$ cat src/rtl/ptc_pkg.sv
// shared widths, constants, register codes and stage types for the compensation pipeline
package ptc_pkg;

    localparam int RAW_W    = 24;
    localparam int CAL_W    = 16;
    localparam int APB_AW   = 5;
    localparam int APB_DW   = 32;
    localparam int DT_W     = RAW_W + 1;
    localparam int PROD_W   = DT_W + CAL_W + 1;
    localparam int DD_W     = 2 * DT_W;
    localparam int TC_SHIFT = 23;
    localparam int OC_SHIFT = 6;
    localparam int SC_SHIFT = 7;
    localparam int T2_SHIFT = 31;
    localparam int OFF_BASE_SHIFT  = 17;
    localparam int SENS_BASE_SHIFT = 16;
    localparam int LO_W     = PROD_W - TC_SHIFT;
    localparam int TEMP1_W  = LO_W + 1;
    localparam int VL_W     = LO_W + 1;
    localparam int OFF1_W   = 37;
    localparam int SENS1_W  = 36;
    localparam int T2_W     = 17;
    localparam int SQ_W     = 36;
    localparam int TEMP_W   = TEMP1_W + 1;
    localparam int OS_W     = 40;
    localparam int TOUT_W   = 15;
    localparam int POUT_W   = 17;
    localparam int SPLIT    = 20;
    localparam int PL_W     = RAW_W + SPLIT;
    localparam int PH_W     = RAW_W + 1 + OS_W - SPLIT;
    localparam int PSUM_W   = PH_W + SPLIT;
    localparam int PSENS_SHIFT = 21;
    localparam int Q_W      = PSUM_W - PSENS_SHIFT;
    localparam int X_W      = Q_W + 1;
    localparam int P_SHIFT  = 15;

    localparam int TEMP_BASE = 2000;
    localparam int LO_VLOW   = 3500;
    localparam int TEMP_MIN  = -4000;
    localparam int TEMP_MAX  = 8500;
    localparam int PRES_MIN  = 1000;
    localparam int PRES_MAX  = 120000;

    typedef enum logic [2:0] {
        REG_PRESSURE_SENSITIVITY   = 3'd0,
        REG_PRESSURE_OFFSET        = 3'd1,
        REG_SENSITIVITY_TEMP_COEFF = 3'd2,
        REG_OFFSET_TEMP_COEFF      = 3'd3,
        REG_REFERENCE_TEMPERATURE  = 3'd4,
        REG_TEMPERATURE_COEFF      = 3'd5
    } reg_idx_t;

    typedef struct packed {
        logic [CAL_W-1:0] pressure_sensitivity;
        logic [CAL_W-1:0] pressure_offset;
        logic [CAL_W-1:0] sensitivity_temp_coeff;
        logic [CAL_W-1:0] offset_temp_coeff;
        logic [CAL_W-1:0] reference_temperature;
        logic [CAL_W-1:0] temperature_coeff;
    } cal_t;

    typedef struct packed {
        logic [RAW_W-1:0]          raw_pressure;
        logic signed [TEMP1_W-1:0] temp1;
        logic signed [LO_W-1:0]    lo;
        logic signed [VL_W-1:0]    vl;
        logic signed [OFF1_W-1:0]  off1;
        logic signed [SENS1_W-1:0] sens1;
        logic [T2_W-1:0]           t2;
        logic                      low;
        logic                      vlow;
    } fo_t;

    typedef struct packed {
        logic [RAW_W-1:0]         raw_pressure;
        logic signed [TOUT_W-1:0] temperature;
        logic                     temp_clip;
        logic signed [OS_W-1:0]   off;
        logic signed [OS_W-1:0]   sens;
    } so_t;

endpackage

$ cat src/rtl/ptc_apb_regs.sv
// calibration register file behind the apb-style configuration port
module ptc_apb_regs import ptc_pkg::*; (
    input  logic              aclk,
    input  logic              aresetn,
    input  logic              psel,
    input  logic              penable,
    input  logic              pwrite,
    input  logic [APB_AW-1:0] paddr,
    input  logic [APB_DW-1:0] pwdata,
    output logic [APB_DW-1:0] prdata,
    output logic              pready,
    output cal_t              cal
);

    cal_t     cal_reg;
    cal_t     cal_next;
    reg_idx_t idx;
    logic     wr_en;

    assign pready = 1'b1;
    assign idx    = reg_idx_t'(paddr[APB_AW-1:2]);
    assign wr_en  = psel && penable && pwrite && pready;
    assign cal    = cal_reg;

    always_comb begin
        cal_next = cal_reg;
        if (wr_en) begin
            case (idx)
                REG_PRESSURE_SENSITIVITY:   cal_next.pressure_sensitivity   = pwdata[CAL_W-1:0];
                REG_PRESSURE_OFFSET:        cal_next.pressure_offset        = pwdata[CAL_W-1:0];
                REG_SENSITIVITY_TEMP_COEFF: cal_next.sensitivity_temp_coeff = pwdata[CAL_W-1:0];
                REG_OFFSET_TEMP_COEFF:      cal_next.offset_temp_coeff      = pwdata[CAL_W-1:0];
                REG_REFERENCE_TEMPERATURE:  cal_next.reference_temperature  = pwdata[CAL_W-1:0];
                REG_TEMPERATURE_COEFF:      cal_next.temperature_coeff      = pwdata[CAL_W-1:0];
                default: ;
            endcase
        end
    end

    always_comb begin
        case (idx)
            REG_PRESSURE_SENSITIVITY:   prdata = APB_DW'(cal_reg.pressure_sensitivity);
            REG_PRESSURE_OFFSET:        prdata = APB_DW'(cal_reg.pressure_offset);
            REG_SENSITIVITY_TEMP_COEFF: prdata = APB_DW'(cal_reg.sensitivity_temp_coeff);
            REG_OFFSET_TEMP_COEFF:      prdata = APB_DW'(cal_reg.offset_temp_coeff);
            REG_REFERENCE_TEMPERATURE:  prdata = APB_DW'(cal_reg.reference_temperature);
            REG_TEMPERATURE_COEFF:      prdata = APB_DW'(cal_reg.temperature_coeff);
            default:                    prdata = '0;
        endcase
    end

    always_ff @(posedge aclk) begin
        if (!aresetn) begin
            cal_reg <= '0;
        end else begin
            cal_reg <= cal_next;
        end
    end

endmodule

$ cat config.mk
export PLATFORM = sky130hd
export DESIGN_NAME = ptc_apb_regs
export DESIGN_NICKNAME = d
export VERILOG_FILES = /design/src/rtl/ptc_pkg.sv /design/src/rtl/ptc_apb_regs.sv
export SDC_FILE = /design/constraint.sdc
export NUM_CORES = 1
export LEC_CHECK = 0
export BUFFER_PORTS_ARGS = -buffer_cell sky130_fd_sc_hd__clkbuf_2
export CAP_MARGIN = 10
export CORE_AREA = 3 3 101 103
export DETAILED_ROUTE_END_ITERATION = 6
export DIE_AREA = 0 0 104 106
export HOLD_SLACK_MARGIN = 0.02
export PLACE_DENSITY = 0.82
export SLEW_MARGIN = 15
export SYNTH_ARGS = -nofsm -noshare
export SYNTH_HDL_FRONTEND = slang
export SYNTH_SLANG_ARGS = --single-unit
$ cat constraint.sdc
create_clock -name aclk -period 1.7 [get_ports aclk]
set_input_delay 0.34 -clock aclk [delete_from_list [all_inputs] [get_ports aclk]]
set_output_delay 0.34 -clock aclk [all_outputs]
set_load 0.01 [all_outputs]
After elaboration in Yosys (flattened, before gate mapping)
Index checks and enable logic that the tools add are counted.
W data, S select, Z words.

storage, ports and cells
  output and inout port bits = 129
  logic and storage cells = 21
  bits of input ports = 42
  register bits = 96

operators by class
  mux-type cells = 1
  reduce and logical (&&, ||, !) cells = 9
  equality and inequality tests = 5

operators by type and width
  kind                  number
  $pmux W16 S6          1
  $reduce_and A2 Y1     6
  $eq A3 B2 Y1 const B  2
  $eq A3 B3 Y1 const B  2
  $eq A3 B1 Y1 const B  1
  $logic_not A3 Y1      1
  $logic_and A1 B1 Y1   2

Logic depth before layout (Yosys ltp)
  depth after elaboration = 3
  depth in mapped cells = 5

Worst setup path after synthesis
Ideal clock, no wire load.

  path type = input port to output port
  from = input paddr[2]
  to = output prdata[12]
  data required time = 1.360 ns
  arrival = 1.255 ns
  cell stages on the path = 5
  path slack = 0.105 ns
  cells stage by stage = buf_4 -> buf_6 -> mux2_2 -> a32oi_1 -> o21ai_0

between the ends
  cells in the longest elaborated chain, start to end = 2
  elaborated cells between the ends (all ways) = 7
  those cells by class = 5 x eq/ne; 1 x mux; 1 x reduce/logical

ends and longest elaborated chain
  element                                     line                text
  start: declaration                          ptc_apb_regs.sv:8   input logic [APB_AW-1:0] paddr,
  $eq A3 B3 Y1, or another cell as far along  ptc_apb_regs.sv:41  case (idx)
  $pmux W16 S6 (*)                            ptc_apb_regs.sv:41
  end: declaration                            ptc_apb_regs.sv:10  output logic [APB_DW-1:0] prdata,

Every way passes the cells marked *; elsewhere a longest branch is shown, timed or not.

Final worst setup path
  from = input paddr[4]
  to = output prdata[8]

The elaborated chain is that of the path after synthesis.

==> run metrics <==
Setup WS post-layout -0.0559 ns; Worst Hold Endpoint cal[81]; R2R setup slack 0.99 ns; Critical Path AT 1.42 ns; # DRC 0; row cnt 35; non-filler cells, final 739; Clock Sinks 96; Gate power share 0.097; synthesized area per cell 10.2 µm²; gpl congestion 0.759; element type at the critical path start input pin; Seq cells post-synth 96; drt initial violations 148; share of total power in the clock network 0.382; Reg2Reg Depth 3; PD cells 729 nW/µm²; grt ovf 0; die area 11000 µm²; first-pass GRT wire length 19800 µm; Synth cell types 25; pin count of the biggest net entering global routing 64; Clock Latency Late Sink 0.36 ns; nets 647; router iterations before antenna repair 4; kind of critical path input pin to output pin; Worst Path Required 1.36 ns; count leader, synth mux2i_1; Max Clock Skew 0 ns; CP Capture Type output pin; Post-DP Area 5520 µm²; initial antenna violation count 0; Final HPWL DP 8800 µm; worst hold slack 0.334 ns; Mapped Area 4560 µm²; worst hold stages 3; Hold Crit Class input pin to flip-flop; CTS H-Tree Depth 3; Mapped Cells 446; final antenna-violating net count 0; # diodes 0; Max-Cap Viols 0; Die Width 104 µm; Sum Neg Setup Slack -0.174 ns; CTS Root Buffer Type clkbuf_8; Final Instance Area 5990 µm²; max frequency 569 MHz; Tot Pwr 4.37 mW; status finished with violations; Initial Utilization 0.492; Synth Flop Type dfxtp_1; top cells by area, synth dfxtp_1 42%, mux2i_1 27%, nand2_1 9.2%, mux2_2 3.5%, buf_4 3.3%; CTS tree built; max reg flops 96; Final Hold Viols 0; Worst R2R End cal[92]; CP max FO 10; Cells after DPL 708; Max Buffers Root-to-Sink 2; final WL 12800 µm; share of Yosys cell area claimed by the top area cell type 0.421; Die Span Y 106 µm; violated checks setup timing; fraction of layout instances using a drive strength above 1 0.393; reg2reg start cal[92]; RSZ-0062 raised after global routing true; cts hold-fix bufs 0; routed len/inst 17.3 µm; sequential area share after synthesis 0.421; clock slew at the register clock pins of the worst setup and hold paths 0.10 ns; vias 3875; CTS Buf Count 9; Tcrit/Tclk final 1.03; number of enable flip-flop cells after synthesis 0; Overall Global Routing Usage 0.224; core footprint 9280 µm²; post-DR vias/cell 5.24; sequential power share 0.522; Slew Limit Fails 0; Ys Warns 0; I/O pin count 171; Pint 3.28 mW; peak supply drop 0.460 mV; Post-synth top cells 123 x mux2i_1, 112 x nand2_1, 96 x dfxtp_1; Period minus WS final 1.76 ns; Worst Hold Launch pwdata[1]; Leak 2.62 nW; FFs w/ async S/R, synth 0; P&R area growth vs syn 31.1%; Sw Pwr 1.09 mW; post-synth top area cell dfxtp_1; Port Buffer Count 135; endpoints failing setup 5; switching share of power 0.249; vias in the first global route 3798
kinds of logic (layout without fill, tap and decap cells):
kind of cell,count (synthesis),in the layout,share of synthesized area
muxes,137,137,0.304
and+or+nand+nor,126,127,0.138
DFF,96,96,0.421
buffers and inverters,46,194,0.0748
AOI/OAI and AO/OA,39,39,0.0598
other,2,17,0.00165
repair_timing:
action                     in CTS  in global routing
gates resized for setup        25                 16
buffers inserted                6                  6
pin swaps                       3                  4
setup endpoints to repair      16                 15
gates cloned                    1                  2
how the worst max path moves through the flow:
stage,from,endpoint,slack (ns)
2_1_floorplan,paddr[2],prdata[12],0.10
3_3_place_gp,paddr[3],prdata[10],-0.12
3_5_place_dp,paddr[3],prdata[10],-0.12
4_1_cts,cal[88],prdata[8],-0.06
5_1_grt,cal[61],prdata[13],-0.12
6_report,paddr[4],prdata[8],-0.06
worst max-delay path: stages:
cell      delay (ns)
buf_2           0.21
nor2b_1         0.17
buf_4           0.21
a22oi_1         0.12
a21oi_1         0.20
clkbuf_2        0.16
final cells by class:
class | count | area (µm²)
clock inverter | 7 | 98.8
multi-input combinational | 320 | 2410
inverter | 1 | 7.51
sequential | 96 | 1940
fill | 753 | 3300
clock buffer | 9 | 124
tap | 129 | 161
timing repair buffer | 177 | 1250
power groups by stage:
stage	sequential [mW]	combinational (mW)	clock, mW
2_1_floorplan	2.33	0.249	0
3_3_place_gp	2.33	0.368	0
3_5_place_dp	2.33	0.377	0
4_1_cts	2.28	0.399	1.69
5_1_grt	2.28	0.450	1.78
6_report	2.28	0.423	1.67
metal layers:
metal,global-route usage,share of wire,vias to the layer above,routed length [µm]
li1,-,-,1845,-
met1,0.265,0.41,1875,5280
met2,0.405,0.52,138,6630
met3,0.0461,0.054,17,697
met4,0.0712,0.015,0,190
met5,0,0,-,0
stage by stage:
step	setup slack, ns	utilization
after CTS	-0.0589	0.633
after global routing	-0.120	0.645
after floorplan	0.105	-
final	-0.0559	0.645
after global placement	-0.115	0.595
after detailed placement	-0.125	0.595
layout by cell type (no fill, tap or decap), types with 3 or more instances in the layout:
master	synthesis	final
dfxtp_1	96	81
conb_1	2	17
inv_6	0	3
o22a_1	9	9
dfxtp_2	0	15
a32oi_1	4	3
buf_12	1	16
o21ai_1	0	5
a21oi_1	3	3
buf_2	2	3
mux2_2	14	11
clkbuf_2	0	129
a22oi_1	7	7
clkbuf_8	0	10
o21ai_0	13	8
mux2i_1	123	122
mux2_4	0	3
nor2_8	6	6
nand2_1	112	112
a221oi_2	0	3
buf_4	20	25
Power figures use the tool's default switching activity.
