[src/rtl/ptc_pkg.sv]
// shared widths, constants, register codes and stage types for the compensation pipeline
package ptc_pkg;

    localparam int RAW_W    = 24;
    localparam int CAL_W    = 16;
    localparam int APB_AW   = 5;
    localparam int APB_DW   = 32;
    localparam int DT_W     = RAW_W + 1;
    localparam int PROD_W   = DT_W + CAL_W + 1;
    localparam int DD_W     = 2 * DT_W;
    localparam int TC_SHIFT = 23;
    localparam int OC_SHIFT = 6;
    localparam int SC_SHIFT = 7;
    localparam int T2_SHIFT = 31;
    localparam int OFF_BASE_SHIFT  = 17;
    localparam int SENS_BASE_SHIFT = 16;
    localparam int LO_W     = PROD_W - TC_SHIFT;
    localparam int TEMP1_W  = LO_W + 1;
    localparam int VL_W     = LO_W + 1;
    localparam int OFF1_W   = 37;
    localparam int SENS1_W  = 36;
    localparam int T2_W     = 17;
    localparam int SQ_W     = 36;
    localparam int TEMP_W   = TEMP1_W + 1;
    localparam int OS_W     = 40;
    localparam int TOUT_W   = 15;
    localparam int POUT_W   = 17;
    localparam int SPLIT    = 20;
    localparam int PL_W     = RAW_W + SPLIT;
    localparam int PH_W     = RAW_W + 1 + OS_W - SPLIT;
    localparam int PSUM_W   = PH_W + SPLIT;
    localparam int PSENS_SHIFT = 21;
    localparam int Q_W      = PSUM_W - PSENS_SHIFT;
    localparam int X_W      = Q_W + 1;
    localparam int P_SHIFT  = 15;

    localparam int TEMP_BASE = 2000;
    localparam int LO_VLOW   = 3500;
    localparam int TEMP_MIN  = -4000;
    localparam int TEMP_MAX  = 8500;
    localparam int PRES_MIN  = 1000;
    localparam int PRES_MAX  = 120000;

    typedef enum logic [2:0] {
        REG_PRESSURE_SENSITIVITY   = 3'd0,
        REG_PRESSURE_OFFSET        = 3'd1,
        REG_SENSITIVITY_TEMP_COEFF = 3'd2,
        REG_OFFSET_TEMP_COEFF      = 3'd3,
        REG_REFERENCE_TEMPERATURE  = 3'd4,
        REG_TEMPERATURE_COEFF      = 3'd5
    } reg_idx_t;

    typedef struct packed {
        logic [CAL_W-1:0] pressure_sensitivity;
        logic [CAL_W-1:0] pressure_offset;
        logic [CAL_W-1:0] sensitivity_temp_coeff;
        logic [CAL_W-1:0] offset_temp_coeff;
        logic [CAL_W-1:0] reference_temperature;
        logic [CAL_W-1:0] temperature_coeff;
    } cal_t;

    typedef struct packed {
        logic [RAW_W-1:0]          raw_pressure;
        logic signed [TEMP1_W-1:0] temp1;
        logic signed [LO_W-1:0]    lo;
        logic signed [VL_W-1:0]    vl;
        logic signed [OFF1_W-1:0]  off1;
        logic signed [SENS1_W-1:0] sens1;
        logic [T2_W-1:0]           t2;
        logic                      low;
        logic                      vlow;
    } fo_t;

    typedef struct packed {
        logic [RAW_W-1:0]         raw_pressure;
        logic signed [TOUT_W-1:0] temperature;
        logic                     temp_clip;
        logic signed [OS_W-1:0]   off;
        logic signed [OS_W-1:0]   sens;
    } so_t;

endpackage

[src/rtl/ptc_first_order.sv]
// first-order stages: temperature difference, products, temperature, offset and sensitivity
module ptc_first_order import ptc_pkg::*; (
    input  logic             aclk,
    input  logic             aresetn,
    input  cal_t             cal,
    input  logic             in_valid,
    output logic             in_ready,
    input  logic [RAW_W-1:0] raw_pressure,
    input  logic [RAW_W-1:0] raw_temperature,
    output logic             out_valid,
    input  logic             out_ready,
    output fo_t              out_data
);

    logic                     a_valid_reg;
    logic [RAW_W-1:0]         a_p_reg;
    logic signed [DT_W-1:0]   a_dt_reg;
    logic signed [DT_W-1:0]   a_dt_next;

    logic                     b_valid_reg;
    logic [RAW_W-1:0]         b_p_reg;
    logic signed [PROD_W-1:0] b_pt_reg;
    logic signed [PROD_W-1:0] b_po_reg;
    logic signed [PROD_W-1:0] b_ps_reg;
    logic signed [DD_W-1:0]   b_pdd_reg;
    logic signed [PROD_W-1:0] b_pt_next;
    logic signed [PROD_W-1:0] b_po_next;
    logic signed [PROD_W-1:0] b_ps_next;
    logic signed [DD_W-1:0]   b_pdd_next;

    logic                     c_valid_reg;
    fo_t                      c_data_reg;
    fo_t                      c_data_next;

    logic                     en_a;
    logic                     en_b;
    logic                     en_c;
    logic signed [LO_W-1:0]   lo;

    assign en_c     = !c_valid_reg || out_ready;
    assign en_b     = !b_valid_reg || en_c;
    assign en_a     = !a_valid_reg || en_b;
    assign in_ready = en_a;

    assign a_dt_next = $signed({1'b0, raw_temperature})
                     - $signed({1'b0, cal.reference_temperature, 8'b0});

    assign b_pt_next  = a_dt_reg * $signed({1'b0, cal.temperature_coeff});
    assign b_po_next  = a_dt_reg * $signed({1'b0, cal.offset_temp_coeff});
    assign b_ps_next  = a_dt_reg * $signed({1'b0, cal.sensitivity_temp_coeff});
    assign b_pdd_next = a_dt_reg * a_dt_reg;

    assign lo = $signed(b_pt_reg[PROD_W-1:TC_SHIFT]);

    always_comb begin
        c_data_next.raw_pressure = b_p_reg;
        c_data_next.lo           = lo;
        c_data_next.temp1        = TEMP1_W'(lo) + TEMP1_W'(TEMP_BASE);
        c_data_next.vl           = VL_W'(lo) + VL_W'(LO_VLOW);
        c_data_next.off1         = OFF1_W'($signed(b_po_reg[PROD_W-1:OC_SHIFT]))
                                 + $signed({4'b0, cal.pressure_offset, 17'b0});
        c_data_next.sens1        = SENS1_W'($signed(b_ps_reg[PROD_W-1:SC_SHIFT]))
                                 + $signed({4'b0, cal.pressure_sensitivity, 16'b0});
        c_data_next.t2           = b_pdd_reg[T2_SHIFT+T2_W-1:T2_SHIFT];
        c_data_next.low          = lo[LO_W-1];
        c_data_next.vlow         = int'(lo) < -LO_VLOW;
    end

    always_ff @(posedge aclk) begin
        if (!aresetn) begin
            a_valid_reg <= 1'b0;
            b_valid_reg <= 1'b0;
            c_valid_reg <= 1'b0;
        end else begin
            if (en_a) a_valid_reg <= in_valid;
            if (en_b) b_valid_reg <= a_valid_reg;
            if (en_c) c_valid_reg <= b_valid_reg;
        end
    end

    always_ff @(posedge aclk) begin
        if (en_a) begin
            a_p_reg  <= raw_pressure;
            a_dt_reg <= a_dt_next;
        end
        if (en_b) begin
            b_p_reg   <= a_p_reg;
            b_pt_reg  <= b_pt_next;
            b_po_reg  <= b_po_next;
            b_ps_reg  <= b_ps_next;
            b_pdd_reg <= b_pdd_next;
        end
        if (en_c) begin
            c_data_reg <= c_data_next;
        end
    end

    assign out_valid = c_valid_reg;
    assign out_data  = c_data_reg;

endmodule

[config.mk]
export PLATFORM = sky130hd
export DESIGN_NAME = ptc_first_order
export DESIGN_NICKNAME = d
export VERILOG_FILES = /design/src/rtl/ptc_pkg.sv /design/src/rtl/ptc_first_order.sv
export SDC_FILE = /design/constraint.sdc
export NUM_CORES = 2
export LEC_CHECK = 0
export BUFFER_PORTS_ARGS = -buffer_cell sky130_fd_sc_hd__buf_2
export CAP_MARGIN = 25
export CORE_ASPECT_RATIO = 0.75
export CORE_MARGIN = 10
export CORE_UTILIZATION = 58
export CTS_CLUSTER_SIZE = 20
export DETAILED_ROUTE_END_ITERATION = 8
export PLACE_DENSITY = 0.76
export SYNTH_ARGS = -nofsm -noshare
export SYNTH_HDL_FRONTEND = slang
export SYNTH_SLANG_ARGS = --single-unit
[constraint.sdc]
create_clock -name aclk -period 8.7 [get_ports aclk]
set_input_delay 0.435 -clock aclk [delete_from_list [all_inputs] [get_ports aclk]]
set_output_delay 0.435 -clock aclk [all_outputs]
set_load 0.01 [all_outputs]
* Yosys cells after proc, flatten, opt, wreduce, memory -nomap -nowiden *
Cells that the tools add are included.

cells by class
  multipliers = 4
  $add $sub $neg = 5
  magnitude comparators = 1
  reductions and logical operators = 6

operator list
  cell                                                           number
  multiplier 25 x 17 -> 42 bit                                   3
  multiplier 25 x 25 -> 48 bit                                   1
  adder 36 x 34 -> 37 bit                                        1
  adder 35 x 33 -> 36 bit                                        1
  subtractor 24 x 24 -> 25 bit                                   1
  adder 19 x 12 -> 20 bit (second input constant)                1
  adder 19 x 13 -> 20 bit (second input constant)                1
  less-than comparator 19 x 13 -> 1 bit (second input constant)  1
  logical NOT 1 bit                                              3
  logical OR 1 bit                                               3

storage, ports and cells
  word-level logic and storage cells = 35
  flip-flop bits (word level) = 425
  output and inout port bits = 177

* Depth between registers and ports, before layout *
  depth after elaboration = 4
  mapped depth = 30

* Worst setup path before layout *
OpenSTA, ideal clock, no wires.

  path kind = flip-flop to flip-flop
  start point = register a_dt_reg[24]
  end point = register b_pdd_reg[47] (data pin)
  stages on the path, launching flop included = 28
  period minus slack after synthesis = 7357 ps
  data arrival time = 7097 ps
  required time = 8440 ps
  setup time = 260 ps
  setup slack = 1343 ps
  buffers on the path = 2
  path through = edfxtp_1 clkbuf_1 clkbuf_1 nand2_1 inv_1 fa_1 fa_1 inv_1 fa_1 fa_1 inv_1 fa_1 fa_1 inv_1 fa_1 inv_1 ha_1 a21oi_1 o21ai_1 a2111oi_0 nand3_1 o211a_1 o221a_4 o221a_4 a211oi_4 a21oi_2 a21oi_2 xnor2_1

on the way
  longest elaborated chain between the ends = 1

RTL lines
  what                          RTL line               RTL
  from (decl)                   ptc_first_order.sv:17  logic signed [DT_W-1:0] a_dt_reg;
  from (signal assigned)        ptc_first_order.sv:84  a_dt_reg <= a_dt_next;
  multiplier 25 x 25 -> 48 bit  ptc_first_order.sv:51  assign b_pdd_next = a_dt_reg * a_dt_reg;
  net b_pdd_next[47]            ptc_first_order.sv:29  logic signed [DD_W-1:0] b_pdd_next;
  to (signal assigned)          ptc_first_order.sv:91  b_pdd_reg <= b_pdd_next;
  to (decl)                     ptc_first_order.sv:25  logic signed [DD_W-1:0] b_pdd_reg;

The timed path passes the listed nets, and every way through them passes these cells.
A chain may end at the register's enable or synchronous reset.

* Final worst setup path *
  start point = register a_dt_reg[6]
  end point = register b_pdd_reg[47] (data pin)

Same word-level chain as after synthesis.

==> results.rst <==
.. list-table::
   :header-rows: 1

   * - Metric
     - Value
   * - Number of port buffers
     - 324
   * - Fraction of final layout cells with drive strength greater than 1
     - 0.0671
   * - Area added between synthesis and finish
     - 6.61%
   * - Remaining number of nets flagged by the antenna check after routing
     - 0
   * - DR DRC count
     - 0
   * - Fin crit period
     - between 8000 and 9000 ps
   * - Overall global routing resource usage
     - 0.267
   * - Path type of the worst setup path
     - reg -> reg
   * - Min-Delay Path Depth
     - 1
   * - Unrepaired setup endpoints after global routing
     - false
   * - Num Clock Sinks
     - approximately 350
   * - Crit path required time
     - slightly above 9000 ps
   * - Root buffer selected by CTS
     - clkbuf_16
   * - Library cell contributing the largest single delay on the critical path
     - edfxtp_1
   * - Async SR Flop Fraction
     - 0
   * - Top cell type by total area after synthesis
     - fa_1
   * - Antenna violations before repair
     - 11
   * - Number of flops mapped to enable cells by yosys
     - 348
   * - Number of cells on the worst reg-to-reg path
     - 25
   * - Length of the first detailed-routing pass in iterations
     - 5
   * - Predominant post-synthesis flop cell
     - edfxtp_1
   * - Die W
     - about 430 um
   * - Number of maximum-capacitance violations
     - 0
   * - DRC marker count from the first detailed-route iteration
     - roughly 3.5k
   * - Largest net degree at the start of global routing
     - approximately 110
   * - Routed wire length
     - around 180 mm
   * - I/O Pins
     - 325
   * - Category of cells accounting for the largest share of critical-path delay
     - adder cells
   * - Total die area
     - roughly 0.14 mm2
   * - Skew-Pair Late Insertion Delay
     - between 600 and 700 ps
   * - Number of cell rows
     - 113
   * - Number of failing setup endpoints in the final timing report
     - 0
   * - GPL Wtd Cong
     - approximately 0.95
   * - Leading post-synthesis cells by cell area
     - fa_1, edfxtp_1, inv_1
   * - Final-report max-slew violation count
     - 0
   * - Initial core utilization
     - 0.583
   * - Largest fanout on the critical path
     - 17
   * - Number of H-tree levels
     - 2
   * - Critical Path Source Type
     - flop
   * - Cell variety after synth
     - 68
   * - Number of buffers added by the clock tree synthesis step
     - 41
   * - Critical path depth in cells
     - 25
   * - Grt ovf
     - 0
   * - Arrival time reported for the critical path endpoint
     - between 8000 and 9000 ps
   * - Top-area cell type share of the netlist area
     - 0.478
   * - Longest individual stage delay on the worst path
     - about 960 ps
   * - #FFs+latches synth
     - between 300 and 400
   * - Commonest non-fill, non-tap cells in the layout
     - inv_1, fa_1, nand2_1
   * - Result of the run
     - completed
   * - Summed negative setup slack over all endpoints
     - 0 ps
   * - Global-route wire length before repair
     - ~300 mm
   * - Total number of nets in the final design
     - about 10k
   * - Average wire length per cell after detail routing
     - approximately 20 um
   * - Kind of path behind the tightest hold check
     - in -> reg
   * - Max FFs per register
     - 168
   * - Via count of the first global-routing pass
     - 55.7k
   * - Portion of the clock cycle consumed by the worst path in the final layout
     - 0.947
   * - Remaining max-slew budget at the tightest pin
     - 0.323
   * - Count of mapped cells out of synthesis
     - between 7k and 8k
   * - DR vias
     - about 50k
   * - Post-CTS setup buffers
     - 0
   * - Number of hold-slack violations in the final timing report
     - 0
   * - Syn_nets
     - 9802
   * - Transition time of the tightest slew-check pin
     - roughly 1000 ps
   * - Half-perimeter wire length of the detailed placement result
     - 146 mm
   * - Mean Syn Cell Area
     - 9.97 um2
   * - Part of the Yosys area used for sequential elements
     - 0.143
   * - Placeable core area
     - 0.126 mm2
   * - Maximum number of buffers from clock root to sink
     - 3
   * - Capturing element type of the critical path
     - flop
   * - CTS clk-pin slew, worst paths
     - 60 ps
   * - Most common library cell in the layout ignoring fill and taps
     - inv_1
   * - Vertical die dimension
     - roughly 330 um
   * - TritonCTS clock tree
     - done
   * - Vias per std cell
     - approximately 5.3
   * - Most Frequent Cell on Critical Path
     - fa_1
   * - Highest achievable clock rate
     - 0.121 GHz
   * - Buffers plus inverters on the worst setup path
     - 5
   * - Clk_skew
     - around 54 ps
   * - Number of warnings printed during yosys synthesis
     - 0
   * - Post-synthesis instance area
     - between 0.07 and 0.08 mm2
logic make-up (layout without fill, tap and decap cells):
logic type | Yosys count | in the layout | share of synthesized area
simple gates | 1893 | 1893 | 0.122
compound gates | 301 | 301 | 0.0271
xor+xnor | 195 | 195 | 0.0232
mux | 1 | 1 | 0.000136
fa+ha+maj | 2263 | 2263 | 0.563
buf+inv | 2387 | 2583 | 0.122
flops | 351 | 351 | 0.143
other cells | 0 | 7 | 0
per-stage QoR:
| step | std cells | utilization | hold WS, ps | cell area, um2 | setup slack [ps] |
|---|---|---|---|---|---|
| global route | 9257 | 0.622 | 11.0 | 78600 | 151 |
| detailed placement | 9158 | 0.609 | 405 | 76900 | 588 |
| finish | 9261 | 0.622 | 36.3 | 78600 | 465 |
| CTS | 9253 | 0.621 | 0.876 | 78500 | 544 |
| floorplan | 7391 | - | 400 | 73700 | 1340 |
| global placement | 9158 | 0.609 | 400 | 76900 | 653 |
repair_timing:
action                                 CTS  global route
hold buffers                            23             0
gates resized for setup                  0             0
setup endpoints to repair                0             0
endpoints found under the hold margin   23             0
synthesized netlist by cell type (37+ instances only):
library cell  count
inv_1          2066
a21oi_1          85
clkbuf_1        307
nand2_1         974
nor2_1          164
o21ai_0          55
ha_1            503
and2_1          574
xnor2_1         146
nor3_1           37
fa_1           1760
xor2_1           49
edfxtp_1        348
nor2b_1          38
metal layers:
layer  share of wire  routed length, um  global-route usage
met5         0.00029                 52                   0
met1            0.40              73100               0.364
met3           0.093              16800              0.0574
met2            0.47              85600               0.433
met4           0.033               5900              0.0800
final cells by class:
class                           count  area (um2)
Timing Repair Buffer              443        2610
Clock buffer                       46        1040
Fill cell                       10239       47800
Tap cell                         1667        2090
Inverter                         2068        7770
Clock inverter                     26         315
Multi-Input combinational cell   4653       54200
Sequential cell                   351       10500
Antenna cell                        7        17.5
worst paths after layout:
kind,to,slack (ps),from
worst min-delay path,a_p_reg[7],40,raw_pressure[7]
worst max-delay path,b_pdd_reg[47],470,a_dt_reg[6]
worst max register to register,b_pdd_reg[47],470,a_dt_reg[6]
worst min register to register,out_data[156],410,b_p_reg[5]
Power is not shown: default switching activity piles up to over one toggle a cycle in this logic, so the estimate is an artifact.
