## config.mk

```make
export PLATFORM = sky130hd
export DESIGN_NAME = ptc_pressure
export DESIGN_NICKNAME = d
export VERILOG_FILES = /design/src/rtl/ptc_pkg.sv /design/src/rtl/ptc_pressure.sv
export SDC_FILE = /design/constraint.sdc
export NUM_CORES = 2
export LEC_CHECK = 0
export BUFFER_PORTS_ARGS = -buffer_cell sky130_fd_sc_hd__buf_2
export CORE_ASPECT_RATIO = 1.2
export CORE_MARGIN = 3
export CORE_UTILIZATION = 70
export CTS_BUF_LIST = sky130_fd_sc_hd__clkbuf_8
export DETAILED_ROUTE_END_ITERATION = 6
export GPL_ROUTABILITY_DRIVEN = 0
export PLACE_DENSITY = 0.89
export SLEW_MARGIN = 30
export SYNTH_ARGS = -nofsm -noshare
export SYNTH_HDL_FRONTEND = slang
export SYNTH_SLANG_ARGS = --single-unit
```

## constraint.sdc

```tcl
create_clock -name aclk -period 23 [get_ports aclk]
set_input_delay 2.3 -clock aclk [delete_from_list [all_inputs] [get_ports aclk]]
set_output_delay 2.3 -clock aclk [all_outputs]
set_load 0.02 [all_outputs]
```

## src/rtl/ptc_pkg.sv

```systemverilog
// shared widths, constants, register codes and stage types for the compensation pipeline
package ptc_pkg;

    localparam int RAW_W    = 24;
    localparam int CAL_W    = 16;
    localparam int APB_AW   = 5;
    localparam int APB_DW   = 32;
    localparam int DT_W     = RAW_W + 1;
    localparam int PROD_W   = DT_W + CAL_W + 1;
    localparam int DD_W     = 2 * DT_W;
    localparam int TC_SHIFT = 23;
    localparam int OC_SHIFT = 6;
    localparam int SC_SHIFT = 7;
    localparam int T2_SHIFT = 31;
    localparam int OFF_BASE_SHIFT  = 17;
    localparam int SENS_BASE_SHIFT = 16;
    localparam int LO_W     = PROD_W - TC_SHIFT;
    localparam int TEMP1_W  = LO_W + 1;
    localparam int VL_W     = LO_W + 1;
    localparam int OFF1_W   = 37;
    localparam int SENS1_W  = 36;
    localparam int T2_W     = 17;
    localparam int SQ_W     = 36;
    localparam int TEMP_W   = TEMP1_W + 1;
    localparam int OS_W     = 40;
    localparam int TOUT_W   = 15;
    localparam int POUT_W   = 17;
    localparam int SPLIT    = 20;
    localparam int PL_W     = RAW_W + SPLIT;
    localparam int PH_W     = RAW_W + 1 + OS_W - SPLIT;
    localparam int PSUM_W   = PH_W + SPLIT;
    localparam int PSENS_SHIFT = 21;
    localparam int Q_W      = PSUM_W - PSENS_SHIFT;
    localparam int X_W      = Q_W + 1;
    localparam int P_SHIFT  = 15;

    localparam int TEMP_BASE = 2000;
    localparam int LO_VLOW   = 3500;
    localparam int TEMP_MIN  = -4000;
    localparam int TEMP_MAX  = 8500;
    localparam int PRES_MIN  = 1000;
    localparam int PRES_MAX  = 120000;

    typedef enum logic [2:0] {
        REG_PRESSURE_SENSITIVITY   = 3'd0,
        REG_PRESSURE_OFFSET        = 3'd1,
        REG_SENSITIVITY_TEMP_COEFF = 3'd2,
        REG_OFFSET_TEMP_COEFF      = 3'd3,
        REG_REFERENCE_TEMPERATURE  = 3'd4,
        REG_TEMPERATURE_COEFF      = 3'd5
    } reg_idx_t;

    typedef struct packed {
        logic [CAL_W-1:0] pressure_sensitivity;
        logic [CAL_W-1:0] pressure_offset;
        logic [CAL_W-1:0] sensitivity_temp_coeff;
        logic [CAL_W-1:0] offset_temp_coeff;
        logic [CAL_W-1:0] reference_temperature;
        logic [CAL_W-1:0] temperature_coeff;
    } cal_t;

    typedef struct packed {
        logic [RAW_W-1:0]          raw_pressure;
        logic signed [TEMP1_W-1:0] temp1;
        logic signed [LO_W-1:0]    lo;
        logic signed [VL_W-1:0]    vl;
        logic signed [OFF1_W-1:0]  off1;
        logic signed [SENS1_W-1:0] sens1;
        logic [T2_W-1:0]           t2;
        logic                      low;
        logic                      vlow;
    } fo_t;

    typedef struct packed {
        logic [RAW_W-1:0]         raw_pressure;
        logic signed [TOUT_W-1:0] temperature;
        logic                     temp_clip;
        logic signed [OS_W-1:0]   off;
        logic signed [OS_W-1:0]   sens;
    } so_t;

endpackage

```

## src/rtl/ptc_pressure.sv

```systemverilog
// pressure stages: split sensitivity product, offset subtract, clamp and output register
module ptc_pressure import ptc_pkg::*; (
    input  logic              aclk,
    input  logic              aresetn,
    input  logic              in_valid,
    output logic              in_ready,
    input  so_t               in_data,
    output logic              out_valid,
    input  logic              out_ready,
    output logic [TOUT_W-1:0] temperature,
    output logic [POUT_W-1:0] pressure,
    output logic              out_of_range
);

    logic                       f_valid_reg;
    logic [PL_W-1:0]            f_pl_reg;
    logic signed [PH_W-1:0]     f_ph_reg;
    logic signed [OS_W-1:0]     f_off_reg;
    logic signed [TOUT_W-1:0]   f_temp_reg;
    logic                       f_clip_reg;
    logic [PL_W-1:0]            f_pl_next;
    logic signed [PH_W-1:0]     f_ph_next;

    logic                       g_valid_reg;
    logic signed [Q_W-1:0]      g_q_reg;
    logic signed [OS_W-1:0]     g_off_reg;
    logic signed [TOUT_W-1:0]   g_temp_reg;
    logic                       g_clip_reg;
    logic signed [PSUM_W-1:0]   psum;

    logic                       o_valid_reg;
    logic [TOUT_W-1:0]          o_temp_reg;
    logic [POUT_W-1:0]          o_pres_reg;
    logic                       o_flag_reg;
    logic [POUT_W-1:0]          o_pres_next;
    logic                       o_flag_next;
    logic signed [X_W-1:0]      x;
    logic signed [X_W-P_SHIFT-1:0] pres;

    logic                       en_f;
    logic                       en_g;
    logic                       en_o;

    assign en_o     = !o_valid_reg || out_ready;
    assign en_g     = !g_valid_reg || en_o;
    assign en_f     = !f_valid_reg || en_g;
    assign in_ready = en_f;

    assign f_pl_next = in_data.raw_pressure * in_data.sens[SPLIT-1:0];
    assign f_ph_next = $signed({1'b0, in_data.raw_pressure})
                     * $signed(in_data.sens[OS_W-1:SPLIT]);

    assign psum = $signed({f_ph_reg, {SPLIT{1'b0}}})
                + $signed({{(PSUM_W-PL_W){1'b0}}, f_pl_reg});

    assign x    = X_W'(g_q_reg) - X_W'(g_off_reg);
    assign pres = x[X_W-1:P_SHIFT];

    always_comb begin
        o_flag_next = g_clip_reg;
        o_pres_next = POUT_W'(pres);
        if (int'(pres) < PRES_MIN) begin
            o_pres_next = POUT_W'(PRES_MIN);
            o_flag_next = 1'b1;
        end else if (int'(pres) > PRES_MAX) begin
            o_pres_next = POUT_W'(PRES_MAX);
            o_flag_next = 1'b1;
        end
    end

    always_ff @(posedge aclk) begin
        if (!aresetn) begin
            f_valid_reg <= 1'b0;
            g_valid_reg <= 1'b0;
            o_valid_reg <= 1'b0;
        end else begin
            if (en_f) f_valid_reg <= in_valid;
            if (en_g) g_valid_reg <= f_valid_reg;
            if (en_o) o_valid_reg <= g_valid_reg;
        end
    end

    always_ff @(posedge aclk) begin
        if (en_f) begin
            f_pl_reg   <= f_pl_next;
            f_ph_reg   <= f_ph_next;
            f_off_reg  <= in_data.off;
            f_temp_reg <= in_data.temperature;
            f_clip_reg <= in_data.temp_clip;
        end
        if (en_g) begin
            g_q_reg    <= psum[PSUM_W-1:PSENS_SHIFT];
            g_off_reg  <= f_off_reg;
            g_temp_reg <= f_temp_reg;
            g_clip_reg <= f_clip_reg;
        end
        if (en_o) begin
            o_temp_reg <= g_temp_reg;
            o_pres_reg <= o_pres_next;
            o_flag_reg <= o_flag_next;
        end
    end

    assign out_valid    = o_valid_reg;
    assign temperature  = o_temp_reg;
    assign pressure     = o_pres_reg;
    assign out_of_range = o_flag_reg;

endmodule

```

==> Word-level counts from Yosys, hierarchy flattened <==
Index checks and enable logic that the tools add are counted.
{ "word_totals": {"reg_bits": 281, "latchBits": 0, "ramBits": 0, "rom_bits": 0, "input_bits": 124, "output_inout_bits": 35, "elab_cells": 30, "n_memories": 0} }
{ "op_classes": {"n_addsub": 2, "mul": 2, "n_div": 0, "order_cmp": 2, "n_eq_ne": 0, "shift": 0, "n_mux": 1, "n_bitwise": 0, "n_reduce_logical": 7} }
{ "ops": {"columns": ["cell", "n"], "rows": [
  ["$add A65 B45 Y65", 1],
  ["$mul A25 B20 Y45", 1],
  ["$sub A44 B40 Y45", 1],
  ["$mul A24 B20 Y44", 1],
  ["$gt A30 B18 Y1 const B", 1],
  ["$lt A30 B11 Y1 const B", 1],
  ["$mux W17", 1],
  ["$logic_not A1 Y1", 3],
  ["$logic_or A1 B1 Y1", 3],
  ["$reduce_or A2 Y1", 1]
]} }

==> Logic depth before layout (Yosys ltp) <==
{ "logic_depth": {"depth_word": 4, "depth_mapped": 28, "depth_no_buf": 27} }

==> Worst setup path before layout <==
Ideal clock, no wire load.
{ "synth_timing": {"path_kind": "input-to-reg", "from": "input in_data[22] in the netlist's numbering", "to": "register f_ph_reg[44], data pin", "arrival_ns": 8.994, "path_slack_ns": 13.743, "path_stages": 25, "path_cell_list": "clkbuf_1 and2_1 fa_1 fa_1 inv_1 fa_1 inv_1 fa_1 fa_1 fa_1 inv_1 fa_1 inv_1 ha_1 a211oi_1 o21ai_0 a31o_2 a221o_1 o31a_1 a41oi_1 a21oi_1 a211o_1 a22o_1 a211oi_1 xnor2_1"} }
{ "synth_via": {"elab_chain_cells": 1} }
{ "synth_rtl": {"columns": ["element", "line_no", "rtl"], "rows": [
  ["start, declared", "ptc_pressure.sv:7", "input so_t in_data,"],
  ["$mul A25 B20 Y45", "ptc_pressure.sv:51", "* $signed(in_data.sens[OS_W-1:SPLIT]);"],
  ["via f_ph_next[44]", "ptc_pressure.sv:22", "logic signed [PH_W-1:0] f_ph_next;"],
  ["end signal, assigned", "ptc_pressure.sv:86", "f_ph_reg <= f_ph_next;"],
  ["end, declared", "ptc_pressure.sv:17", "logic signed [PH_W-1:0] f_ph_reg;"]
]} }
The timed path passes the listed nets, and every way through them passes these cells.
A chain may end at the register's enable or synchronous reset.

==> Worst setup path in the final report <==
{ "layout_timing": {"from": "input in_data[105] in the netlist's numbering", "to": "register f_pl_reg[42], data pin"} }
{ "layout_via": {"elab_chain_cells": 1} }
{ "layout_rtl": {"columns": ["element", "line_no", "rtl"], "rows": [
  ["$mul A24 B20 Y44", "ptc_pressure.sv:49", "assign f_pl_next = in_data.raw_pressure * in_data.sens[SPLIT-1:0];"],
  ["via f_pl_next[42]", "ptc_pressure.sv:21", "logic [PL_W-1:0] f_pl_next;"],
  ["end signal, assigned", "ptc_pressure.sv:85", "f_pl_reg <= f_pl_next;"],
  ["end, declared", "ptc_pressure.sv:16", "logic [PL_W-1:0] f_pl_reg;"]
]} }
The timed path passes the listed nets, and every way through them passes these cells.

==> flow_summary.ini <==
[outcome]
run_status = complete, no violations

[logic_synthesis]
avgSynthCellArea_um2 = 9.73
yosys.cell_types.count = 76
yosysWarnings = 0
asyncSetResetFlopFracSynth_pct = 0
post_synth_instance_area_um2 = 43300
ys_ff_latch = 261
synth-seq-area-share_pct = 18.1
syn-num-nets = 5751
number_of_synthesized_flops_with_an_enable_pin = 258
postSynth.topFlopCell = edfxtp_1
synth_cells = 4443

[timing]
maximum_clock_rate_ghz = 0.101
final_hold_viol_count = 0
worstMarginPinSlew_ns = 1.01
holdWs_ns = 0.418
finalCritPeriodShare_pct = 43.0
worst_clock_skew_ns = 0.0236
timing.final.max_slew_violations = 0
pnr_worst_setup_slack_ns = 13.12
worst_slew_margin_rel_pct = 32.3
setup-violations-final = 0
minimum_clock_period_ns = 9.88
grt_setup_unrepaired = no
setup_tns_ns = 0

[worst_setup_path]
crit-reg2reg-launch = g_q_reg[14]$_DFFE_PP_
path_max_fanout = 40
r2r_cells = 12
critical_path.startpoint_type = primary input
worstSetupPathType = primary input to flip-flop
cp-startpoint = in_data[105]
critical_path_required_ns = 23.29
arrival_ns = 10.17
critical_path.endpoint_type = flip-flop
timing.rr.end = pressure[7]$_SDFFCE_PP1P_
critical_path.endpoint = f_pl_reg[42]$_DFFE_PP_
regToRegSetupSlack_ns = 18.74

[clock_network]
worst_skew_late_latency_ns = 0.56
cts_resized = 0
cts_sinks = 261
cts_setup_buffers = 0
h-tree-depth = 2
cts.hold.buffers_added = 0
cts_buffers = 37
clkSlewWorstSetupHoldPaths_ns = 0.07
cts_tree = done
max-clock-path-buffers = 3
cts_root_buf = clkbuf_8

[cells_and_area]
flip_flop_count_of_the_largest_register_all_copies_and_words_added = 45
final_common_cell = inv_1
final_nets = 5775
mostFrequentLayoutCells = 946 x inv_1, 785 x fa_1, 543 x nand2_1, 483 x and2_1, 399 x ha_1
area_growth_syn_to_layout_pct = 4.50
drive_above_1_share_pct = 5.61
postLayoutCoreUtil_pct = 74.2

[grt]
grt_max_degree = 58
grtUsageTotal_pct = 34.1
first_global_vias = 35071
global_route.overflow_total = 0
grt_antenna_before_repair = 5
grt_pass1_wl_um = 175000

[routing]
postRouteWirelength_um = 107000
drt_pre_antenna_iters = 7
initial_drt_markers = 2593
detail_route.vias_per_cell = 6.00
num_vias = 31808
avgRoutedWirePerCell_um = 20.2
route.detailed.drc = 0
drtAntennaViolNets = 0

[die]
die_x_um = 233
pin_count = 159
design.die.area_um2 = 64800
die_y_um = 278
placeableCoreArea_um2 = 60900
floorplan.initialDensity_pct = 71.0
row_count = 99

[placed_design]
place_worst_setup_slack_ns = 12.67
hpwlAfterDp_um = 82100
placement.io_buffers = 158

[min_path]
hp-class = flip-flop to flip-flop

[run]
drv_cap = 0
## layout make-up
cell class              instances  area (µm²)
diodes                          3        7.51
clock buffers                  37         509
clock inverters                29         189
fillers                      4001       15700
inverters                     934        3510
multi-input cells            3058       31300
flip-flops and latches        261        7810
well taps                     808        1010
repair buffers                175         918
## worst max-delay path, cell delays in order
cell and delay [ns]:
buf_2 0.72, and2_1 0.27, fa_1 0.44, fa_1 0.51
inv_1 0.05, fa_1 0.47, inv_1 0.05, fa_1 0.50
inv_1 0.06, fa_1 0.54, inv_1 0.06, fa_1 0.47
inv_1 0.05, fa_1 0.47, inv_1 0.04, ha_1 0.33
a211oi_1 0.37, nand2_1 0.13, nor4_1 0.30, a211oi_1 0.23
a211oi_1 0.59, o21a_1 0.26, o21ai_1 0.23, a211oi_1 0.36
o21ai_0 0.16, xor2_1 0.16
## through the flow
step                      instance area (µm²)  instances
after floorplan                         43300       4443
after global placement                  44500       5236
after detailed placement                44500       5236
after CTS                               45200       5302
after global routing                    45200       5303
final                                   45200       5305
## kinds of logic (layout without fill, tap and decap cells)
group | after synthesis | in the layout | share of synthesized area [%]
DFF | 261 | 261 | 18.1
buffers and inverters | 1124 | 1175 | 9.75
AOI/OAI and AO/OA | 403 | 403 | 6.15
other | 0 | 3 | 0
adders and majority gates | 1184 | 1184 | 47.9
and+or+nand+nor | 1349 | 1349 | 15.7
xor gates and xnor gates | 118 | 118 | 2.41
muxes | 4 | 4 | 0.0955
## worst min-delay path by stage
stage                                         from                  endpoint  slack [ns]  cells after the start
after floorplan               f_clip_reg$_DFFE_PP_      g_clip_reg$_DFFE_PP_        0.40                      0
after detailed placement   f_off_reg[30]$_DFFE_PP_   g_off_reg[30]$_DFFE_PP_        0.40                      0
after global placement    f_temp_reg[10]$_DFFE_PP_  g_temp_reg[10]$_DFFE_PP_        0.40                      0
final                       f_off_reg[6]$_DFFE_PP_    g_off_reg[6]$_DFFE_PP_        0.42                      0
after CTS                  f_temp_reg[5]$_DFFE_PP_   g_temp_reg[5]$_DFFE_PP_        0.41                      0
after global routing       f_temp_reg[7]$_DFFE_PP_   g_temp_reg[7]$_DFFE_PP_        0.42                      0
## Yosys cell counts, types with 7 or more instances
cell	count	area [µm²]
inv_1	934	3510
and2_1	483	3020
o21a_1	29	218
o21bai_1	14	105
fa_1	785	15700
nand2b_1	34	213
clkbuf_1	190	713
nand2_1	544	2040
ha_1	399	4990
a211o_1	8	70.1
and3_1	16	100
xnor2_1	79	692
a21o_1	39	293
a21oi_1	126	631
or3_1	14	87.6
xor2_1	38	333
nand3_1	30	150
nor2b_1	20	125
nor3b_1	8	60.1
o21ai_0	72	360
o31a_1	8	70.1
nor3_1	33	165
nand4_1	18	113
nor2_1	119	447
o31ai_1	7	52.6
a211oi_1	19	143
a31oi_1	13	81.3
o211ai_1	7	52.6
edfxtp_1	258	7750
## metal layers
layer / up-vias / GRT usage, % / part of all wire, %
li1: 13741 / - / -
met1: 15678 / 41.8 / 35
met3: 461 / 6.43 / 11
met2: 1922 / 59.3 / 50
met5: - / 0 / 0.050
met4: 6 / 14.5 / 4.7
Power is left out: the tool's default activity adds up to more than one toggle a clock period on the data nets, which glitch-free logic cannot reach.
