===== src/rtl/ptc_pkg.sv =====
// shared widths, constants, register codes and stage types for the compensation pipeline
package ptc_pkg;

    localparam int RAW_W    = 24;
    localparam int CAL_W    = 16;
    localparam int APB_AW   = 5;
    localparam int APB_DW   = 32;
    localparam int DT_W     = RAW_W + 1;
    localparam int PROD_W   = DT_W + CAL_W + 1;
    localparam int DD_W     = 2 * DT_W;
    localparam int TC_SHIFT = 23;
    localparam int OC_SHIFT = 6;
    localparam int SC_SHIFT = 7;
    localparam int T2_SHIFT = 31;
    localparam int OFF_BASE_SHIFT  = 17;
    localparam int SENS_BASE_SHIFT = 16;
    localparam int LO_W     = PROD_W - TC_SHIFT;
    localparam int TEMP1_W  = LO_W + 1;
    localparam int VL_W     = LO_W + 1;
    localparam int OFF1_W   = 37;
    localparam int SENS1_W  = 36;
    localparam int T2_W     = 17;
    localparam int SQ_W     = 36;
    localparam int TEMP_W   = TEMP1_W + 1;
    localparam int OS_W     = 40;
    localparam int TOUT_W   = 15;
    localparam int POUT_W   = 17;
    localparam int SPLIT    = 20;
    localparam int PL_W     = RAW_W + SPLIT;
    localparam int PH_W     = RAW_W + 1 + OS_W - SPLIT;
    localparam int PSUM_W   = PH_W + SPLIT;
    localparam int PSENS_SHIFT = 21;
    localparam int Q_W      = PSUM_W - PSENS_SHIFT;
    localparam int X_W      = Q_W + 1;
    localparam int P_SHIFT  = 15;

    localparam int TEMP_BASE = 2000;
    localparam int LO_VLOW   = 3500;
    localparam int TEMP_MIN  = -4000;
    localparam int TEMP_MAX  = 8500;
    localparam int PRES_MIN  = 1000;
    localparam int PRES_MAX  = 120000;

    typedef enum logic [2:0] {
        REG_PRESSURE_SENSITIVITY   = 3'd0,
        REG_PRESSURE_OFFSET        = 3'd1,
        REG_SENSITIVITY_TEMP_COEFF = 3'd2,
        REG_OFFSET_TEMP_COEFF      = 3'd3,
        REG_REFERENCE_TEMPERATURE  = 3'd4,
        REG_TEMPERATURE_COEFF      = 3'd5
    } reg_idx_t;

    typedef struct packed {
        logic [CAL_W-1:0] pressure_sensitivity;
        logic [CAL_W-1:0] pressure_offset;
        logic [CAL_W-1:0] sensitivity_temp_coeff;
        logic [CAL_W-1:0] offset_temp_coeff;
        logic [CAL_W-1:0] reference_temperature;
        logic [CAL_W-1:0] temperature_coeff;
    } cal_t;

    typedef struct packed {
        logic [RAW_W-1:0]          raw_pressure;
        logic signed [TEMP1_W-1:0] temp1;
        logic signed [LO_W-1:0]    lo;
        logic signed [VL_W-1:0]    vl;
        logic signed [OFF1_W-1:0]  off1;
        logic signed [SENS1_W-1:0] sens1;
        logic [T2_W-1:0]           t2;
        logic                      low;
        logic                      vlow;
    } fo_t;

    typedef struct packed {
        logic [RAW_W-1:0]         raw_pressure;
        logic signed [TOUT_W-1:0] temperature;
        logic                     temp_clip;
        logic signed [OS_W-1:0]   off;
        logic signed [OS_W-1:0]   sens;
    } so_t;

endpackage


===== src/rtl/ptc_second_order.sv =====
// second-order stages: low and very-low temperature corrections, temperature clamp
module ptc_second_order import ptc_pkg::*; (
    input  logic aclk,
    input  logic aresetn,
    input  logic in_valid,
    output logic in_ready,
    input  fo_t  in_data,
    output logic out_valid,
    input  logic out_ready,
    output so_t  out_data
);

    logic                       d_valid_reg;
    logic [RAW_W-1:0]           d_p_reg;
    logic [SQ_W-1:0]            d_lo2_reg;
    logic [SQ_W-1:0]            d_vl2_reg;
    logic signed [TEMP_W-1:0]   d_temp_reg;
    logic signed [OFF1_W-1:0]   d_off1_reg;
    logic signed [SENS1_W-1:0]  d_sens1_reg;
    logic                       d_low_reg;
    logic                       d_vlow_reg;
    logic signed [2*LO_W-1:0]   lo_sq;
    logic signed [2*VL_W-1:0]   vl_sq;
    logic signed [TEMP_W-1:0]   d_temp_next;

    logic                       e_valid_reg;
    logic [RAW_W-1:0]           e_p_reg;
    logic [OS_W-1:0]            e_off2_reg;
    logic [OS_W-1:0]            e_sens2_reg;
    logic signed [OFF1_W-1:0]   e_off1_reg;
    logic signed [SENS1_W-1:0]  e_sens1_reg;
    logic signed [TOUT_W-1:0]   e_temp_reg;
    logic                       e_clip_reg;
    logic [OS_W-1:0]            e_off2_next;
    logic [OS_W-1:0]            e_sens2_next;
    logic signed [TOUT_W-1:0]   e_temp_next;
    logic                       e_clip_next;
    logic [OS_W-1:0]            lo2e;
    logic [OS_W-1:0]            vl2e;
    logic [OS_W-1:0]            lo2x5;

    logic                       f_valid_reg;
    so_t                        f_data_reg;
    so_t                        f_data_next;

    logic                       en_d;
    logic                       en_e;
    logic                       en_f;

    assign en_f     = !f_valid_reg || out_ready;
    assign en_e     = !e_valid_reg || en_f;
    assign en_d     = !d_valid_reg || en_e;
    assign in_ready = en_d;

    assign lo_sq       = in_data.lo * in_data.lo;
    assign vl_sq       = in_data.vl * in_data.vl;
    assign d_temp_next = TEMP_W'(in_data.temp1)
                       - (in_data.low ? $signed({4'b0, in_data.t2}) : TEMP_W'(0));

    assign lo2e  = OS_W'(d_lo2_reg);
    assign vl2e  = OS_W'(d_vl2_reg);
    assign lo2x5 = (lo2e << 2) + lo2e;

    always_comb begin
        e_off2_next  = '0;
        e_sens2_next = '0;
        if (d_low_reg) begin
            e_off2_next  = lo2x5 >> 1;
            e_sens2_next = lo2x5 >> 2;
            if (d_vlow_reg) begin
                e_off2_next  = e_off2_next + ((vl2e << 3) - vl2e);
                e_sens2_next = e_sens2_next + (((vl2e << 3) + (vl2e << 1) + vl2e) >> 1);
            end
        end
    end

    always_comb begin
        e_clip_next = 1'b0;
        e_temp_next = TOUT_W'(d_temp_reg);
        if (int'(d_temp_reg) < TEMP_MIN) begin
            e_temp_next = TOUT_W'(TEMP_MIN);
            e_clip_next = 1'b1;
        end else if (int'(d_temp_reg) > TEMP_MAX) begin
            e_temp_next = TOUT_W'(TEMP_MAX);
            e_clip_next = 1'b1;
        end
    end

    always_comb begin
        f_data_next.raw_pressure = e_p_reg;
        f_data_next.temperature  = e_temp_reg;
        f_data_next.temp_clip    = e_clip_reg;
        f_data_next.off          = OS_W'(e_off1_reg) - $signed(e_off2_reg);
        f_data_next.sens         = OS_W'(e_sens1_reg) - $signed(e_sens2_reg);
    end

    always_ff @(posedge aclk) begin
        if (!aresetn) begin
            d_valid_reg <= 1'b0;
            e_valid_reg <= 1'b0;
            f_valid_reg <= 1'b0;
        end else begin
            if (en_d) d_valid_reg <= in_valid;
            if (en_e) e_valid_reg <= d_valid_reg;
            if (en_f) f_valid_reg <= e_valid_reg;
        end
    end

    always_ff @(posedge aclk) begin
        if (en_d) begin
            d_p_reg     <= in_data.raw_pressure;
            d_lo2_reg   <= lo_sq[SQ_W-1:0];
            d_vl2_reg   <= vl_sq[SQ_W-1:0];
            d_temp_reg  <= d_temp_next;
            d_off1_reg  <= in_data.off1;
            d_sens1_reg <= in_data.sens1;
            d_low_reg   <= in_data.low;
            d_vlow_reg  <= in_data.vlow;
        end
        if (en_e) begin
            e_p_reg     <= d_p_reg;
            e_off2_reg  <= e_off2_next;
            e_sens2_reg <= e_sens2_next;
            e_off1_reg  <= d_off1_reg;
            e_sens1_reg <= d_sens1_reg;
            e_temp_reg  <= e_temp_next;
            e_clip_reg  <= e_clip_next;
        end
        if (en_f) begin
            f_data_reg <= f_data_next;
        end
    end

    assign out_valid = f_valid_reg;
    assign out_data  = f_data_reg;

endmodule


===== config.mk =====
export PLATFORM = sky130hd
export DESIGN_NAME = ptc_second_order
export DESIGN_NICKNAME = d
export VERILOG_FILES = /design/src/rtl/ptc_pkg.sv /design/src/rtl/ptc_second_order.sv
export SDC_FILE = /design/constraint.sdc
export NUM_CORES = 2
export LEC_CHECK = 0
export BUFFER_PORTS_ARGS = -buffer_cell sky130_fd_sc_hd__buf_2
export CORE_UTILIZATION = 25
export CTS_CLUSTER_DIAMETER = 60
export DETAILED_ROUTE_END_ITERATION = 16
export PLACE_DENSITY = 0.44
export RECOVER_POWER = 50
export SLEW_MARGIN = 20
export SYNTH_ARGS = -nofsm -noshare
export SYNTH_HDL_FRONTEND = slang
export SYNTH_SLANG_ARGS = --single-unit

===== constraint.sdc =====
create_clock -name aclk -period 8.5 [get_ports aclk]
set_input_delay 0.425 -clock aclk [delete_from_list [all_inputs] [get_ports aclk]]
set_output_delay 0.425 -clock aclk [all_outputs]
set_load 0.02 [all_outputs]

After elaboration in Yosys (flattened, before gate mapping)

Cells that the tools add are included.

Reduce and logical (&&, ||, !) cells: 8
$lt $le $gt $ge: 2
Multiplexer cells: 5
Multipliers: 2
$add $sub $neg: 9

Operator list:

| operator             | number |
|---|---|
| $add 37x39->40       | 1 |
| $add 38x40->40       | 1 |
| $add 39x37->40       | 1 |
| $add 40x36->40       | 1 |
| $sub 36x40->40       | 1 |
| $sub 37x40->40       | 1 |
| $sub 39x36->40       | 1 |
| $add 38x36->39       | 1 |
| $mux 39              | 1 |
| $mux 38              | 1 |
| $mul 19x19->36       | 1 |
| $mul 20x20->36       | 1 |
| $gt 21x15->1 const B | 1 |
| $lt 21x13->1 const B | 1 |
| $sub 20x18->21       | 1 |
| $mux 17              | 1 |
| $mux 15              | 1 |
| $logic_not 1->1      | 3 |
| $logic_or 1x1->1     | 3 |
| $reduce_and 2->1     | 1 |
| $reduce_or 2->1      | 1 |
| $mux 1               | 1 |

Register bits: 508
Logic and storage cells: 52
Output and inout bits: 122
Input bits: 179

Depth between registers and ports, before layout

Depth in word-level cells: 4
Gate-level depth with buffers: 28
Depth with buffers taken out: 27

Least setup slack after synthesis

OpenSTA, ideal clock, no wires.

Path kind: reg-to-reg
Start: reg f_valid_reg (netlist: out_valid)
End: reg d_lo2_reg[0], enable pin
Data required time: 6.439 ns
Period minus slack after synthesis: 7.160 ns
Path buffers: 0
Path slack: 1.340 ns
Arrival: 5.100 ns
Setup time: 2.061 ns
Cell stages (with the launch flop): 3
Path through: dfxtp_1 nor2b_1 nand3_1

Longest elaborated chain between the ends: 4

RTL lines:

| what                     | line                    | source |
|---|---|---|
| start: declaration       | ptc_second_order.sv:42  | `logic f_valid_reg;` |
| start signal: assignment | ptc_second_order.sv:105 | `if (en_f) f_valid_reg <= e_valid_reg;` |
| $logic_not 1->1          | ptc_second_order.sv:50  | `assign en_f = !f_valid_reg \|\| out_ready;` |
| $logic_or 1x1->1         | ptc_second_order.sv:50  |  |
| $logic_or 1x1->1         | ptc_second_order.sv:51  | `assign en_e = !e_valid_reg \|\| en_f;` |
| $logic_or 1x1->1         | ptc_second_order.sv:52  | `assign en_d = !d_valid_reg \|\| en_e;` |
| via in_ready             | ptc_second_order.sv:6   | `output logic in_ready,` |
| end signal: assignment   | ptc_second_order.sv:112 | `d_lo2_reg <= lo_sq[SQ_W-1:0];` |
| end: declaration         | ptc_second_order.sv:15  | `logic [SQ_W-1:0] d_lo2_reg;` |

The timed path passes the listed nets, and every way through them passes these cells.
A chain may end at the register's enable or synchronous reset.

Final worst setup path

Start: in in_data[92] (netlist name)
End: reg d_vl2_reg[34], data pin

Longest elaborated chain between the ends: 1

RTL lines:

| what                   | line                    | source |
|---|---|---|
| start: declaration     | ptc_second_order.sv:7   | `input fo_t in_data,` |
| $mul 20x20->36         | ptc_second_order.sv:56  | `assign vl_sq = in_data.vl * in_data.vl;` |
| via vl_sq[34]          | ptc_second_order.sv:23  | `logic signed [2*VL_W-1:0] vl_sq;` |
| end signal: assignment | ptc_second_order.sv:113 | `d_vl2_reg <= vl_sq[SQ_W-1:0];` |
| end: declaration       | ptc_second_order.sv:16  | `logic [SQ_W-1:0] d_vl2_reg;` |

The timed path passes the listed nets, and every way through them passes these cells.

==> key figures <==
Worst setup path
  • Buf/Inv on CP: 5
  • Critical path capture point type: register
  • Flop2flop setup slack: 1980 ps
  • CP Max Fanout: 23
  • Worst path top cell family by delay: adder cells
  • Crit start category: input port
  • Most used cell, CP: fa_1
  • Required @ worst endpoint: 8890 ps
  • Signal arrival time at the worst endpoint: 7450 ps
  • CP max stage cell: clkbuf_1
  • Kind of critical path: in2reg
  • Max incr delay on CP: 840 ps
  • Worst path cell trace: clkbuf_1 -> nor2b_1 -> fa_1 -> inv_1 -> fa_1 -> inv_1 -> fa_1 -> fa_1 -> fa_1 -> fa_1 -> inv_1 -> fa_1 -> inv_1 -> ha_1 -> and2_1 -> and4_1 -> a21o_1 -> a21o_1 -> a221oi_1 -> o21ai_0 -> a31o_2 -> a21oi_1 -> xnor2_1

STA
  • Final Hold Vio Count: 0
  • Final max-slew violation count: 260
  • Minimum clock period: 7060 ps
  • RSZ-0062 raised after global routing: no
  • Setup TNS: 0 ps
  • F_max: 142 MHz
  • Endpoints failing setup: 0
  • Final setup skew: 21.7 ps
  • Rel. slew slack: -156%
  • Worst Tran Pin Value: 3820 ps
  • Final period util: 83.0%

Global routing
  • First-pass GRT wire length: 225 mm
  • Pin count of the biggest net entering global routing: 161
  • GRT Total Usage: 13.3%
  • Initial antenna violation count: 18
  • Remaining Overflow, GRT: 0
  • Vias in the first global route: 38.6k

Logic synthesis
  • Synth Area in Adders: 38.4%
  • Synth Cell Area: 53,800 um^2
  • Count of different cell masters after synthesis: 93
  • Mapped Avg Cell Area: 10.6 um^2
  • Post-synthesis mux area share: 0.133%
  • Main combinational cell family by area after synthesis: adder cells
  • Syn Inst Count: 5,074
  • Simple-Gate Fraction of Synth Area: 9.86%
  • Post-synthesis compound-gate area fraction: 10.7%
  • Top FF cell, synth: edfxtp_1
  • XOR/XNOR Fraction of Synth Area: 5.08%
  • Post-synth EDFFs: 503
  • Number of synthesized register bits: 506
  • Seq/Total Area, Yosys: 28.2%
  • YS warnings: 0
  • Ys async rst share: 0%

Routing
  • Vias/cell: 4.33
  • DRC: 0
  • Starting DRT DRC Count: 1,582
  • DRT antenna net count: 0
  • Routed vias: 36.1k
  • Final WL: 146 mm
  • Initial DRT Pass Iterations: 5
  • Avg WL per Cell: 17.5 um

Placed design
  • DP Wirelength: 119 mm
  • Routability cong.: 0.863
  • Input/output buffers: 300

Run status
  • Status: finished, violations left
  • Failing checks: capacitance limit, slew limit

Floorplanning
  • DIE AREA: 217,000 um^2
  • Die W: 466 um
  • Die Y: 466 um
  • I/O pin cnt: 301
  • Rows: 169
  • Core footprint: 213,000 um^2
  • Initial Util: 25.3%

Clock tree
  • H-tree depth: 2
  • Root Buffer Master: clkbuf_16
  • CTS tree: built
  • Post-CTS sizing: 0
  • Skew-Pair Late Insertion Delay: 650 ps
  • Hold buffer count at cts: 100
  • Num CTS Buffers: 60
  • CTS max path bufs: 3
  • Clk sink count: 506
  • Postcts setup bufs: 0
  • Worst-path clk slew: 60 ps

Layout
  • Largest register FFs: 120
  • Area delta synth->final: 14.5%
  • NumNets Final: 6,843
  • Layout cells sized above 1: 5.66%
  • Post-layout util: 28.9%

Min path
  • Worst hold-check path type: in2reg

Flow run
  • Max Cap Viol: 5
==> kinds of logic (layout without fill, tap and decap cells) <==
family	count (synthesis)	in the layout
adders and majority gates	1203	1203
buffers and inverters	1095	1531
and+or+nand+nor	1069	1069
AOI/OAI and AO/OA	883	883
DFF	506	506
xor gates and xnor gates	310	310
muxes	7	7
other	1	9
==> layer usage <==
| metal | routed length [um] | GRT usage [%] | up-vias |
|---|---|---|---|
| met3 | 7090 | 2.16 | 162 |
| met2 | 64900 | 21.8 | 722 |
| li1 | - | - | 17428 |
| met4 | 2900 | 2.70 | 20 |
| met1 | 70900 | 18.6 | 17764 |
| met5 | 130 | 0 | - |
==> layout make-up <==
class	count	area (um^2)
Clock buffer	76	1600
Inverter	991	3720
Sequential cell	506	15200
Timing Repair Buffer	428	2530
Clock inverter	36	517
Multi-Input combinational cell	3474	34500
Antenna cell	7	17.5
Tap cell	2821	3530
Fill cell	22293	151000
==> layout by cell type, fill, tap and decap left out, types with 25 or more instances in the layout <==
| cell | n |
|---|---|
| nor2b_1 | 97 |
| and3_1 | 30 |
| xnor2_1 | 217 |
| nand3_1 | 50 |
| o21ai_0 | 154 |
| clkbuf_1 | 165 |
| clkbuf_16 | 60 |
| nand2b_1 | 60 |
| a21o_1 | 143 |
| inv_1 | 989 |
| nand2_1 | 339 |
| buf_2 | 148 |
| nor2_1 | 197 |
| o21bai_1 | 32 |
| xor2_1 | 91 |
| dlygate4sd3_1 | 100 |
| nor3_1 | 50 |
| ha_1 | 459 |
| a31oi_1 | 29 |
| and2_1 | 170 |
| buf_4 | 25 |
| edfxtp_1 | 503 |
| a211oi_1 | 29 |
| fa_1 | 744 |
| a21oi_1 | 267 |
| o21a_1 | 60 |
==> cells in the mapped netlist, types with 6 or more instances <==
library cell  instances  area share, %
inv_1               990            6.9
fa_1                744             28
edfxtp_1            503             28
ha_1                459             11
nand2_1             339            2.4
a21oi_1             267            2.5
xnor2_1             217            3.5
nor2_1              197            1.4
and2_1              171            2.0
o21ai_0             154            1.4
a21o_1              143            2.0
clkbuf_1             97           0.68
nor2b_1              97            1.1
xor2_1               91            1.5
nand2b_1             60           0.70
o21a_1               60           0.84
nand3_1              50           0.47
nor3_1               50           0.47
o21bai_1             32           0.45
and3_1               30           0.35
a211oi_1             29           0.40
a31oi_1              29           0.34
or3_1                22           0.26
a21boi_0             20           0.28
o31ai_1              17           0.24
nand4_1              13           0.15
o211ai_1             13           0.18
o22ai_1              12           0.14
a22o_1                8           0.13
a221oi_1              7           0.11
or2_2                 7          0.081
a211o_1               6          0.098
a31o_2                6          0.098
buf_1                 6          0.042
mux2i_1               6           0.11
nor4_1                6          0.070
o2111ai_1             6          0.098
o41ai_1               6          0.098
==> through the flow <==
step / cells / hold WS (ps) / worst slack (ps) / area (um^2)
finish: 8339 / 102 / 1440 / 61600
global route: 8333 / 73.7 / 952 / 61600
CTS: 8332 / 51.3 / 1560 / 61800
detailed placement: 8120 / 405 / 843 / 58700
global placement: 8120 / 401 / 899 / 58700
floorplan: 5075 / 400 / 1340 / 53800
==> final timing paths <==
| check | startpoint | endpoint | depth (start not counted) |
|---|---|---|---|
| worst min register to register | d_off1_reg[6] | e_off1_reg[6] | 0 |
| worst min-delay path | in_data[150] | d_temp_reg[20] | 2 |
| worst max register to register | d_lo2_reg[16] | e_off2_reg[38] | 18 |
| worst max-delay path | in_data[92] | d_vl2_reg[34] | 23 |
Power is not shown: default switching activity piles up to over one toggle a cycle in this logic, so the estimate is an artifact.
